--- src/rtl/mbrs_pkg.sv ---
// shared constants, types and codes for the masked beta ratio summarizer
package mbrs_pkg;

    localparam int MAX_STATES      = 32;
    localparam int RATIO_FRAC_BITS = 16;
    localparam int CNT_W           = 32;
    localparam int SUM_W           = RATIO_FRAC_BITS + 33;
    localparam int MEAN_W          = 17;
    localparam int BIN_W           = 5;
    localparam int NST_W           = 6;
    localparam int MODE_W          = 2;
    localparam int STATUS_W        = 2;
    localparam int DVS_W           = 33;
    localparam int QUO_W           = MEAN_W + 1;
    localparam int STEP_W          = 5;
    localparam int CFG_ADDR_W      = 1;
    localparam int CFG_DATA_W      = 6;

    localparam logic [CNT_W-1:0]  CNT_MAX   = '1;
    localparam logic [MEAN_W-1:0] ONE_RATIO = MEAN_W'(1) << RATIO_FRAC_BITS;

    localparam logic [MODE_W-1:0] MODE_NONE   = 2'd0;
    localparam logic [MODE_W-1:0] MODE_BINARY = 2'd1;
    localparam logic [MODE_W-1:0] MODE_STATE  = 2'd2;

    localparam logic [STATUS_W-1:0] ST_OK      = 2'd0;
    localparam logic [STATUS_W-1:0] ST_EMPTY   = 2'd1;
    localparam logic [STATUS_W-1:0] ST_CORRUPT = 2'd2;

    localparam logic [CFG_ADDR_W-1:0] REG_MASK_MODE  = 1'd0;
    localparam logic [CFG_ADDR_W-1:0] REG_NUM_STATES = 1'd1;

    localparam logic FUNC_SITE   = 1'b0;
    localparam logic FUNC_FINISH = 1'b1;

    typedef struct packed {
        logic              start;
        logic [SUM_W-1:0]  dividend;
        logic [DVS_W-1:0]  divisor;
    } t_div_req;

    typedef struct packed {
        logic              done;
        logic [MEAN_W-1:0] quotient;
    } t_div_rsp;

endpackage

--- src/rtl/mbrs_div.sv ---
// iterative restoring divider, one quotient bit per cycle, result capped at one
module mbrs_div (
    input  logic              i_clk,
    input  logic              i_rst_n,
    input  mbrs_pkg::t_div_req i_req,
    output mbrs_pkg::t_div_rsp o_rsp
);
    import mbrs_pkg::*;

    localparam int LO_W  = QUO_W;
    localparam int HI_W  = SUM_W - LO_W;
    localparam int REM_W = DVS_W + 1;

    logic [DVS_W-1:0]  r_dvs;
    logic [DVS_W-1:0]  r_rem;
    logic [LO_W-1:0]   r_lo;
    logic [QUO_W-1:0]  r_q;
    logic              r_ovf;
    logic [STEP_W-1:0] r_cnt;
    logic              r_done;

    logic [REM_W-1:0]  trial;
    logic              take;
    logic              ovf_now;

    assign trial   = {r_rem, r_lo[LO_W-1]};
    assign take    = trial >= REM_W'(r_dvs);
    assign ovf_now = DVS_W'(i_req.dividend[SUM_W-1:LO_W]) >= i_req.divisor;

    always_ff @(posedge i_clk) begin
        if (i_req.start) begin
            r_dvs <= i_req.divisor;
            r_rem <= DVS_W'(i_req.dividend[SUM_W-1:LO_W]);
            r_lo  <= i_req.dividend[LO_W-1:0];
            r_q   <= '0;
            r_ovf <= ovf_now;
        end else if (r_cnt != '0) begin
            r_rem <= take ? DVS_W'(trial - REM_W'(r_dvs)) : DVS_W'(trial);
            r_lo  <= {r_lo[LO_W-2:0], 1'b0};
            r_q   <= {r_q[QUO_W-2:0], take};
        end
    end

    always_ff @(posedge i_clk) begin
        if (!i_rst_n) begin
            r_cnt  <= '0;
            r_done <= 1'b0;
        end else begin
            r_done <= 1'b0;
            if (i_req.start) begin
                r_cnt <= STEP_W'(QUO_W);
            end else if (r_cnt != '0) begin
                r_cnt <= r_cnt - 1'b1;
                if (r_cnt == STEP_W'(1)) begin
                    r_done <= 1'b1;
                end
            end
        end
    end

    assign o_rsp.done     = r_done;
    assign o_rsp.quotient = (r_ovf || r_q > QUO_W'(ONE_RATIO)) ? ONE_RATIO
                                                               : r_q[MEAN_W-1:0];

endmodule

--- config.mk ---
export PLATFORM = sky130hd
export DESIGN_NAME = mbrs_div
export DESIGN_NICKNAME = d
export VERILOG_FILES = /design/src/rtl/mbrs_pkg.sv /design/src/rtl/mbrs_div.sv
export SDC_FILE = /design/constraint.sdc
export NUM_CORES = 1
export LEC_CHECK = 0
export CAP_MARGIN = 20
export CORE_ASPECT_RATIO = 1.5
export CORE_MARGIN = 1.5
export CORE_UTILIZATION = 35
export CTS_CLUSTER_DIAMETER = 100
export DETAILED_ROUTE_END_ITERATION = 10
export DONT_BUFFER_PORTS = 1
export PLACE_DENSITY_LB_ADDON = 0.3
export SETUP_SLACK_MARGIN = 0.2
export SLEW_MARGIN = 5
export SYNTH_ARGS = -nofsm -noshare
export SYNTH_HDL_FRONTEND = slang
export SYNTH_SLANG_ARGS = --single-unit
--- constraint.sdc ---
create_clock -name i_clk -period 6.5 [get_ports i_clk]
set_input_delay 0.325 -clock i_clk [delete_from_list [all_inputs] [get_ports i_clk]]
set_output_delay 0.325 -clock i_clk [all_outputs]
set_load 0.02 [all_outputs]
* Yosys cells after proc, flatten, opt, wreduce, memory -nomap -nowiden
Cells that the tools add are included.
** Cells by class
- Bitwise operators :: 2
- Magnitude comparators :: 3
- Reduce and logical (&&, ||, !) cells :: 5
- Muxes and demuxes :: 9
- Add/subtract/negate cells :: 2
- Equality and inequality tests :: 1
** Operator list (number)
- $mux 31 :: 2
- $mux 18 :: 2
- $ge 34x33->1 :: 1
- $ge 31x33->1 :: 1
- $mux 33 :: 1
- $sub 33x33->33 :: 1
- $gt 18x17->1 const B :: 1
- $mux 17 :: 1
- $mux 5 :: 2
- $eq 5x1->1 const B :: 1
- $reduce_bool 5->1 :: 1
- $sub 5x1->5 const B :: 1
- $reduce_or 3->1 :: 1
- $not 1->1 :: 2
- $reduce_bool 2->1 :: 1
- $reduce_or 2->1 :: 1
- $logic_or 1x1->1 :: 1
- $mux 1 :: 1
** Storage, ports and cells
- Bits in registers :: 109
- Logic and storage cells :: 31
- Output and inout port bits :: 18

* Longest topological paths before layout
Gate-level depths: netlist of the first run.
- Word-level depth :: 4
- Mapped depth :: 14

* Least setup slack after synthesis of the first run
OpenSTA, ideal clock, no wires.
- Path kind :: flip-flop to flip-flop
- Start :: register r_lo[17]
- End :: register r_rem[1], data pin
- Setup slack :: 3537 ps
- Setup time :: 268 ps
- Arrival time :: 2695 ps
- Clock period less this slack :: 2963 ps
- Cell stages (with the launch flop) :: 14
- Cell sequence :: edfxtp_1 -> inv_1 -> ha_1 -> inv_1 -> fa_1 -> a21o_1 -> a221oi_2 -> or4_1 -> o311a_2 -> a31oi_4 -> nor2_1 -> buf_2 -> mux2i_1 -> o21ai_0
** Between the ends
- Longest elaborated chain between the ends :: 4
** Ends and longest elaborated chain
- start, declared :: line mbrs_div.sv:16 : logic [LO_W-1:0] r_lo;
- start signal, assigned :: line mbrs_div.sv:34 : r_lo <= i_req.dividend[LO_W-1:0];
- start signal, assigned :: line mbrs_div.sv:39 : r_lo <= {r_lo[LO_W-2:0], 1'b0};
- $sub 33x33->33 / $ge 34x33->1 (equally long branches) :: line mbrs_div.sv:38, mbrs_div.sv:27
- $mux 33 * :: line mbrs_div.sv:38 : r_rem <= take ? DVS_W'(trial - REM_W'(r_dvs)) : DVS_W'(trial);
- $mux 31 * :: line mbrs_div.sv:37 : end else if (r_cnt != '0) begin
- $mux 31 * :: line mbrs_div.sv:31 : if (i_req.start) begin
- end signal, assigned :: line mbrs_div.sv:33 : r_rem <= DVS_W'(i_req.dividend[SUM_W-1:LO_W]);
- end signal, assigned :: line mbrs_div.sv:38
- end, declared :: line mbrs_div.sv:15 : logic [DVS_W-1:0] r_rem;
Mark *: on every way between the ends. The rest lies on a longest branch, timed or not. The select of a mux whose other input is x is not followed.
A chain may end at the register's enable or synchronous reset.

* Final worst setup path of the first run
Ends and elaborated chain as after synthesis.

==> results of run 1 <==
## metrics by stage
step           hold WS, ns  worst slack [ns]   util
2_1_floorplan        0.424              3.54      -
3_3_place_gp         0.424              2.86  0.364
3_5_place_dp         0.424              2.78  0.364
4_1_cts             0.0344              2.78  0.380
5_1_grt             0.0324              2.54  0.380
6_report            0.0443              2.79  0.380
## state kept, by name (all words and copies together) (netlist names)
register  flops
r_dvs        33
r_rem        33
r_lo         18
r_q          18
r_cnt         5
r_done        1
r_ovf         1
## layout make-up
cell class              count  area (sq um)  area share
clock buffers              11           258      0.0322
clock inverters             5          75.1     0.00939
inverters                  74           278      0.0347
multi-input cells         589          4010       0.501
flip-flops and latches    109          3010       0.377
well taps                 268           335      0.0419
repair buffers              4          30.0     0.00375
## worst paths after layout
| path | endpoint | slack, ns |
|---|---|---|
| max | r_rem[1] | 2.79 |
| min | r_dvs[14] | 0.04 |
| max reg2reg | r_rem[1] | 2.79 |
| min reg2reg | r_q[17] | 0.47 |
## power by group through the flow
stage	sequential [W]	combinational, W	clock [W]
floorplan	0.00102	0.00137	0
global placement	0.00105	0.00169	0
detailed placement	0.00105	0.00169	0
CTS	0.00103	0.00170	0.000646
finish	0.00103	0.00170	0.000629
global route	0.00105	0.00189	0.000667
## metal layers
layer,wire length (microns),share of wire,GRT usage,up-vias
li1,-,-,-,2890
met1,7330,0.39,0.191,2709
met2,10200,0.54,0.317,114
met3,829,0.044,0.0359,24
met4,421,0.022,0.0656,0
met5,0,0,0,-
## cells in the final DEF (no fill, tap or decap), types with 12 or more instances in the layout
cell,n
xnor2_1,17
dfxtp_1,26
mux2_2,18
nand4_1,14
o211ai_1,12
edfxtp_1,83
a21oi_1,61
inv_1,74
nand3_1,44
a21o_1,22
o311ai_1,12
nor2_1,44
o21ai_0,32
and2_1,20
nand2_1,99
ha_1,67
## logic make-up (layout without fill, tap and decap cells)
logic type	count (synthesis)	count (layout)	share of synthesized area
AOI/OAI and AO/OA	195	195	0.177
DFF	109	109	0.402
buffers and inverters	120	94	0.0641
xor gates and xnor gates	27	27	0.0315
and+or+nand+nor	271	271	0.171
muxes	28	28	0.0404
adders and majority gates	68	68	0.114
==> impl_results.md, run 1 <==
* Most common cell on crit path: inv_1
* Logic pwr share at 0.506
* Sw Share at 0.420
* Max-cap viol count at 0
* Vias in the first global route at 5818
* Antenna Violating Nets Remaining at 0
* Worst Reg2Reg Path Length in Cells at 13
* Hold_sp: i_req[14]
* Final min period at 3.71 ns
* Critical path required time at 6.62 ns
* DRT Wirelength at 18800 microns
* DR WL/cell at 17.8 microns
* CP bufs+invs at 3
* Cell taking the most area after synthesis: edfxtp_1
* Sw power at 0.00141 W
* Levels on crit path at 13
* I/O pins at 103
* Leak Pwr at 3.28 nW
* R2r startpoint: r_lo[17]
* RSZ-0062 raised after global routing: no
* Status: finished clean
* Delay-heaviest family, CP: compound AO/OA/AOI/OAI gates
* Die X-Extent at 123 microns
* Drt pass-1 iters at 4
* Final Hold Vio Count at 0
* Clock skew at 0.0141 ns
* Post-CTS resize count at 0
* FF+latch count, synth at 109
* Post-synthesis sequential area ratio at 0.402
* Std cell rows at 65
* Worst EP arrival at 3.83 ns
* Share of cells above drive strength 1 at 0.0619
* Setup TNS at 0 ns
* Crit-path cells: inv_1 -> ha_1 -> inv_1 -> fa_1 -> a21o_1 -> a221oi_2 -> or4_1 -> o311a_2 -> a31oi_4 -> nor2_2 -> buf_4 -> mux2i_1 -> o21ai_0
* Syn Nets at 971
* CTS tree: built
* Final HPWL DP at 13900 microns
* Placed insts at 1044
* Slowest Stage Delay on Critical Path at 0.46 ns
* Top cell type's share of synthesized area at 0.332
* Final setup vio count at 0
* Clock Latency Late Sink at 0.37 ns
* Hold depth at 0
* Max Fclk at 0.270 GHz
* ANT cells at 0
* NumNets Final at 940
* Area contributors post-synth: edfxtp_1 (33%), ha_1 (11%), dfxtp_1 (6.9%)
* GRT Total Usage at 0.173
* Initial Util at 0.356
* First-pass GRT wire length at 29900 microns
* Postcts setup bufs at 0
* Max_slew headroom at 0.366
* Number of I/O port buffers at 0
* Total grt overflow at 0
* Most frequent cell after synthesis: nand2_1
* Mean post-synth cell area at 9.17 sq um
* VDD IR-drop max at 0.190 mV
* Global placer's final weighted congestion at 0.873
* P&R area growth vs syn at 6.68%
* Syn. warnings at 0
* Root buffer cell: clkbuf_16
* FFs w/ async S/R, synth at 0
* Syn Inst Count at 818
* Residual DRC count at 0
* Fin crit share at 0.571
* Main synth FF type: edfxtp_1
* Fill cells at 2134
* Crit start category: register
* Initial antenna violation count at 0
* Post-synth EDFFs at 83
* Max H-tree Level at 3
* Crit. Startpoint: r_lo[17]
* Die ar. at 22300 sq um
* Final design instance area without fill at 8000 sq um
* Hold Crit Class: input pin to register
* Fin cells at 1060
* Max Slew Vio Count at 0
* Seq pwr share at 0.307
* Hold buffers post-CTS at 0
* Maximum clock path buffer count at 2
* Yosys cell types at 66
* Clock Sinks at 109
* Power Total at 0.00336 W
* Crit-path max FO at 32
* Power Density at 420 nW/um^2
* Internal power at 0.00195 W
* Crit Path Class: register to register
* Via-to-Cell Ratio at 5.41
* Slowest-stage cell, CP: a221oi_2
* TritonCTS Buffers at 9
* Post-synth top cells: nand2_1 (100), edfxtp_1 (83), inv_1 (74)
* Clk slew on worst S/H paths at 0.09 ns
* Tightest Pin Transition at 0.952 ns
* Crit end category: register
* DP Area at 7660 sq um
* Mapped Area at 7500 sq um
* Vias at 5737
* Core area at 21100 sq um
* Die H at 182 microns
* Largest net degree at the start of global routing at 121
* Clock power share at 0.187
* First DRT Iteration DRCs at 407
Note: power is estimated with default switching activity, not from simulation.
==> run 2, diff against run 1 <==
- ABC_AREA: default -> 1
- clock period: 6.5 -> 3.4 ns (I/O delays scaled with it)
==> impl_results.md, run 2 <==
* Status: finished clean (unchanged)
* Power Density at 740 nW/um^2 (was 420 nW/um^2)
* ANT cells at 0 (unchanged)
* First DRT Iteration DRCs at 451 (was 407)
* Drt pass-1 iters at 5 (was 4)
* Worst EP arrival at 2.75 ns (was 3.83 ns)
* Die X-Extent at 125 microns (was 123 microns)
* CP bufs+invs at 2 (was 3)
* Largest net degree at the start of global routing at 62 (was 121)
* Logic pwr share at 0.547 (was 0.506)
* Most common cell on crit path: nand2_1 (was inv_1)
* Mean post-synth cell area at 7.29 sq um (was 9.17 sq um)
* NumNets Final at 1276 (was 940)
* Seq pwr share at 0.295 (was 0.307)
* Core area at 21800 sq um (was 21100 sq um)
* Internal power at 0.00358 W (was 0.00195 W)
* Hold depth at 2 (was 0)
* Global placer's final weighted congestion at 0.925 (was 0.873)
* Post-synth top cells: nand2_1 (345), inv_1 (192), nor2_1 (87) (was nand2_1 (100), edfxtp_1 (83), inv_1 (74))
* Levels on crit path at 17 (was 13)
* Leading registers by flop count: r_dvs (33), r_rem (33) (unchanged)
* Final min period at 2.64 ns (was 3.71 ns)
* Via-to-Cell Ratio at 5.00 (was 5.41)
* Syn Inst Count at 1075 (was 818)
* Sw power at 0.00304 W (was 0.00141 W)
* CTS tree: built (unchanged)
* I/O pins at 103 (unchanged)
* Final hold slack at 0.00330 ns (was 0.0443 ns)
* Post-synthesis sequential area ratio at 0.384 (was 0.402)
* Initial antenna violation count at 0 (unchanged)
* Max Fclk at 0.379 GHz (was 0.270 GHz)
* DP Area at 8090 sq um (was 7660 sq um)
* Post-synth EDFFs at 83 (unchanged)
* DRT Wirelength at 22300 microns (was 18800 microns)
* Clk slew on worst S/H paths at 0.08 ns (was 0.09 ns)
* VDD IR-drop max at 0.432 mV (was 0.190 mV)
* Final HPWL DP at 16900 microns (was 13900 microns)
* Sw Share at 0.459 (was 0.420)
* GRT Total Usage at 0.192 (was 0.173)
* Crit-path max FO at 3 (was 32)
* Area contributors post-synth: edfxtp_1 (32%), nand2_1 (17%), ha_1 (11%) (was edfxtp_1 (33%), ha_1 (11%), dfxtp_1 (6.9%))
* Crit end category: register (unchanged)
* Top cell type's share of synthesized area at 0.318 (was 0.332)
* Slowest Stage Delay on Critical Path at 0.42 ns (was 0.46 ns)
* Leak Pwr at 4.39 nW (was 3.28 nW)
* Fin crit share at 0.776 (was 0.571)
* Clock power share at 0.158 (was 0.187)
* Root buffer cell: clkbuf_16 (unchanged)
* Number of I/O port buffers at 0 (unchanged)
* Yosys cell types at 40 (was 66)
* Most frequent cells in the layout: nand2_1 (345), inv_1 (191), nor2_1 (87) (was nand2_1 (99), edfxtp_1 (83), inv_1 (74))
* Clock skew at 0.0156 ns (was 0.0141 ns)
* Initial Util at 0.359 (was 0.356)
* Final setup vio count at 0 (unchanged)
* Final design instance area without fill at 8950 sq um (was 8000 sq um)
* Antenna Violating Nets Remaining at 0 (unchanged)
* Main synth FF type: edfxtp_1 (unchanged)
* Max_slew headroom at 0.503 (was 0.366)
* Postcts setup bufs at 0 (unchanged)
* P&R area growth vs syn at 14.2% (was 6.68%)
* Tightest Pin Transition at 0.739 ns (was 0.952 ns)
* Max-cap viol count at 0 (unchanged)
* First-pass GRT wire length at 35200 microns (was 29900 microns)
* Cell taking the most area after synthesis: edfxtp_1 (unchanged)
* Most frequent cell after synthesis: nand2_1 (unchanged)
* Vias at 6993 (was 5737)
* Syn. warnings at 0 (unchanged)
* Crit-path cells: inv_1 -> ha_1 -> inv_1 -> fa_1 -> nand2_1 -> nand2_1 -> and2_1 -> nand2_1 -> nand2_1 -> nand2_1 -> nand2_1 -> nand2_1 -> nand2_1 -> nand2_1 -> nand3_1 -> nand3_1 -> nand2_1 (was inv_1 -> ha_1 -> inv_1 -> fa_1 -> a21o_1 -> a221oi_2 -> or4_1 -> o311a_2 -> a31oi_4 -> nor2_2 -> buf_4 -> mux2i_1 -> o21ai_0)
* Setup TNS at 0 ns (unchanged)
* Die ar. at 23300 sq um (was 22300 sq um)
* Post-CTS resize count at 0 (unchanged)
* Most common library cell in the layout ignoring fill and taps: nand2_1 (unchanged)
* Worst Reg2Reg Path Length in Cells at 17 (was 13)
* TritonCTS Buffers at 9 (unchanged)
* Hold Crit Class: input pin to register (unchanged)
* Syn Nets at 1228 (was 971)
* Residual DRC count at 0 (unchanged)
* Share of cells above drive strength 1 at 0.0328 (was 0.0619)
* Std cell rows at 66 (was 65)
* Total grt overflow at 0 (unchanged)
* Vias in the first global route at 6997 (was 5818)
* Max H-tree Level at 3 (unchanged)
* Clock Sinks at 109 (unchanged)
* Max Slew Vio Count at 0 (unchanged)
* FFs w/ async S/R, synth at 0 (unchanged)
* Clock Latency Late Sink at 0.37 ns (about the same)
* Final Hold Vio Count at 0 (unchanged)
* Mapped Area at 7840 sq um (was 7500 sq um)
* Crit start category: register (unchanged)
* Delay-heaviest family, CP: simple AND/OR/NAND/NOR gates (was compound AO/OA/AOI/OAI gates)
* FF+latch count, synth at 109 (unchanged)
* Crit Path Class: register to register (unchanged)
* Slowest-stage cell, CP: fa_1 (was a221oi_2)
* Die H at 186 microns (was 182 microns)
* Maximum clock path buffer count at 2 (unchanged)
* RSZ-0062 raised after global routing: no (unchanged)
* DR WL/cell at 15.9 microns (was 17.8 microns)
* Critical path required time at 3.51 ns (was 6.62 ns)
-- run 2: cells by family (layout without fill, tap and decap cells) --
logic type	after synthesis	in the layout	synth area share
flops	109	109	0.384
fa+ha+maj	68	68	0.110
compound gates	126	126	0.0910
xor+xnor	19	19	0.0212
buf+inv	218	271	0.109
simple gates	535	535	0.284
-- run 2: final timing paths --
check | start | endpoint | slack (ns)
worst max-delay path | r_lo[17] | r_rem[30] | 0.76
worst min-delay path | i_req[82] | r_lo[8] | 0.003
worst max register to register | r_lo[17] | r_rem[30] | 0.76
worst min register to register | r_q[17] | r_q[17] | 0.49
-- run 2: power groups by stage --
| stage | clock (W) | sequential (W) | combinational [W] |
|---|---|---|---|
| after CTS | 0.00106 | 0.00195 | 0.00360 |
| after detailed placement | 0 | 0.00198 | 0.00351 |
| after global placement | 0 | 0.00197 | 0.00351 |
| after floorplan | 0 | 0.00193 | 0.00282 |
| final | 0.00105 | 0.00195 | 0.00362 |
| after global routing | 0.00111 | 0.00198 | 0.00410 |
-- run 2: area by class of cell --
type	count	area, sq um
inverter	195	732
clock inverter	6	53.8
fill	2302	12900
clock buffer	10	229
tap	272	340
sequential	109	3010
multi-input combinational	748	3970
timing repair buffer	60	613
-- run 2: what timing repair did --
| item | in CTS | in global routing |
|---|---|---|
| endpoints found under the setup margin | 0 | 0 |
| endpoints found under the hold margin | 90 | 0 |
| hold buffers | 56 | 0 |
-- run 2: routing by layer --
| layer | vias to the layer above | track usage | part of all wire |
|---|---|---|---|
| met4 | 0 | 0.0836 | 0.033 |
| met5 | - | 0 | 0 |
| met2 | 192 | 0.362 | 0.52 |
| met1 | 3207 | 0.215 | 0.40 |
| met3 | 43 | 0.0292 | 0.043 |
| li1 | 3551 | - | - |
-- run 2: per-stage QoR --
step,util,std cells,setup WS [ns],total power (W)
floorplan,-,1075,0.637,0.00476
global placement,0.371,1328,0.823,0.00548
detailed placement,0.371,1328,0.774,0.00548
CTS,0.410,1400,0.754,0.00661
global route,0.410,1400,0.567,0.00719
finish,0.410,1400,0.761,0.00662
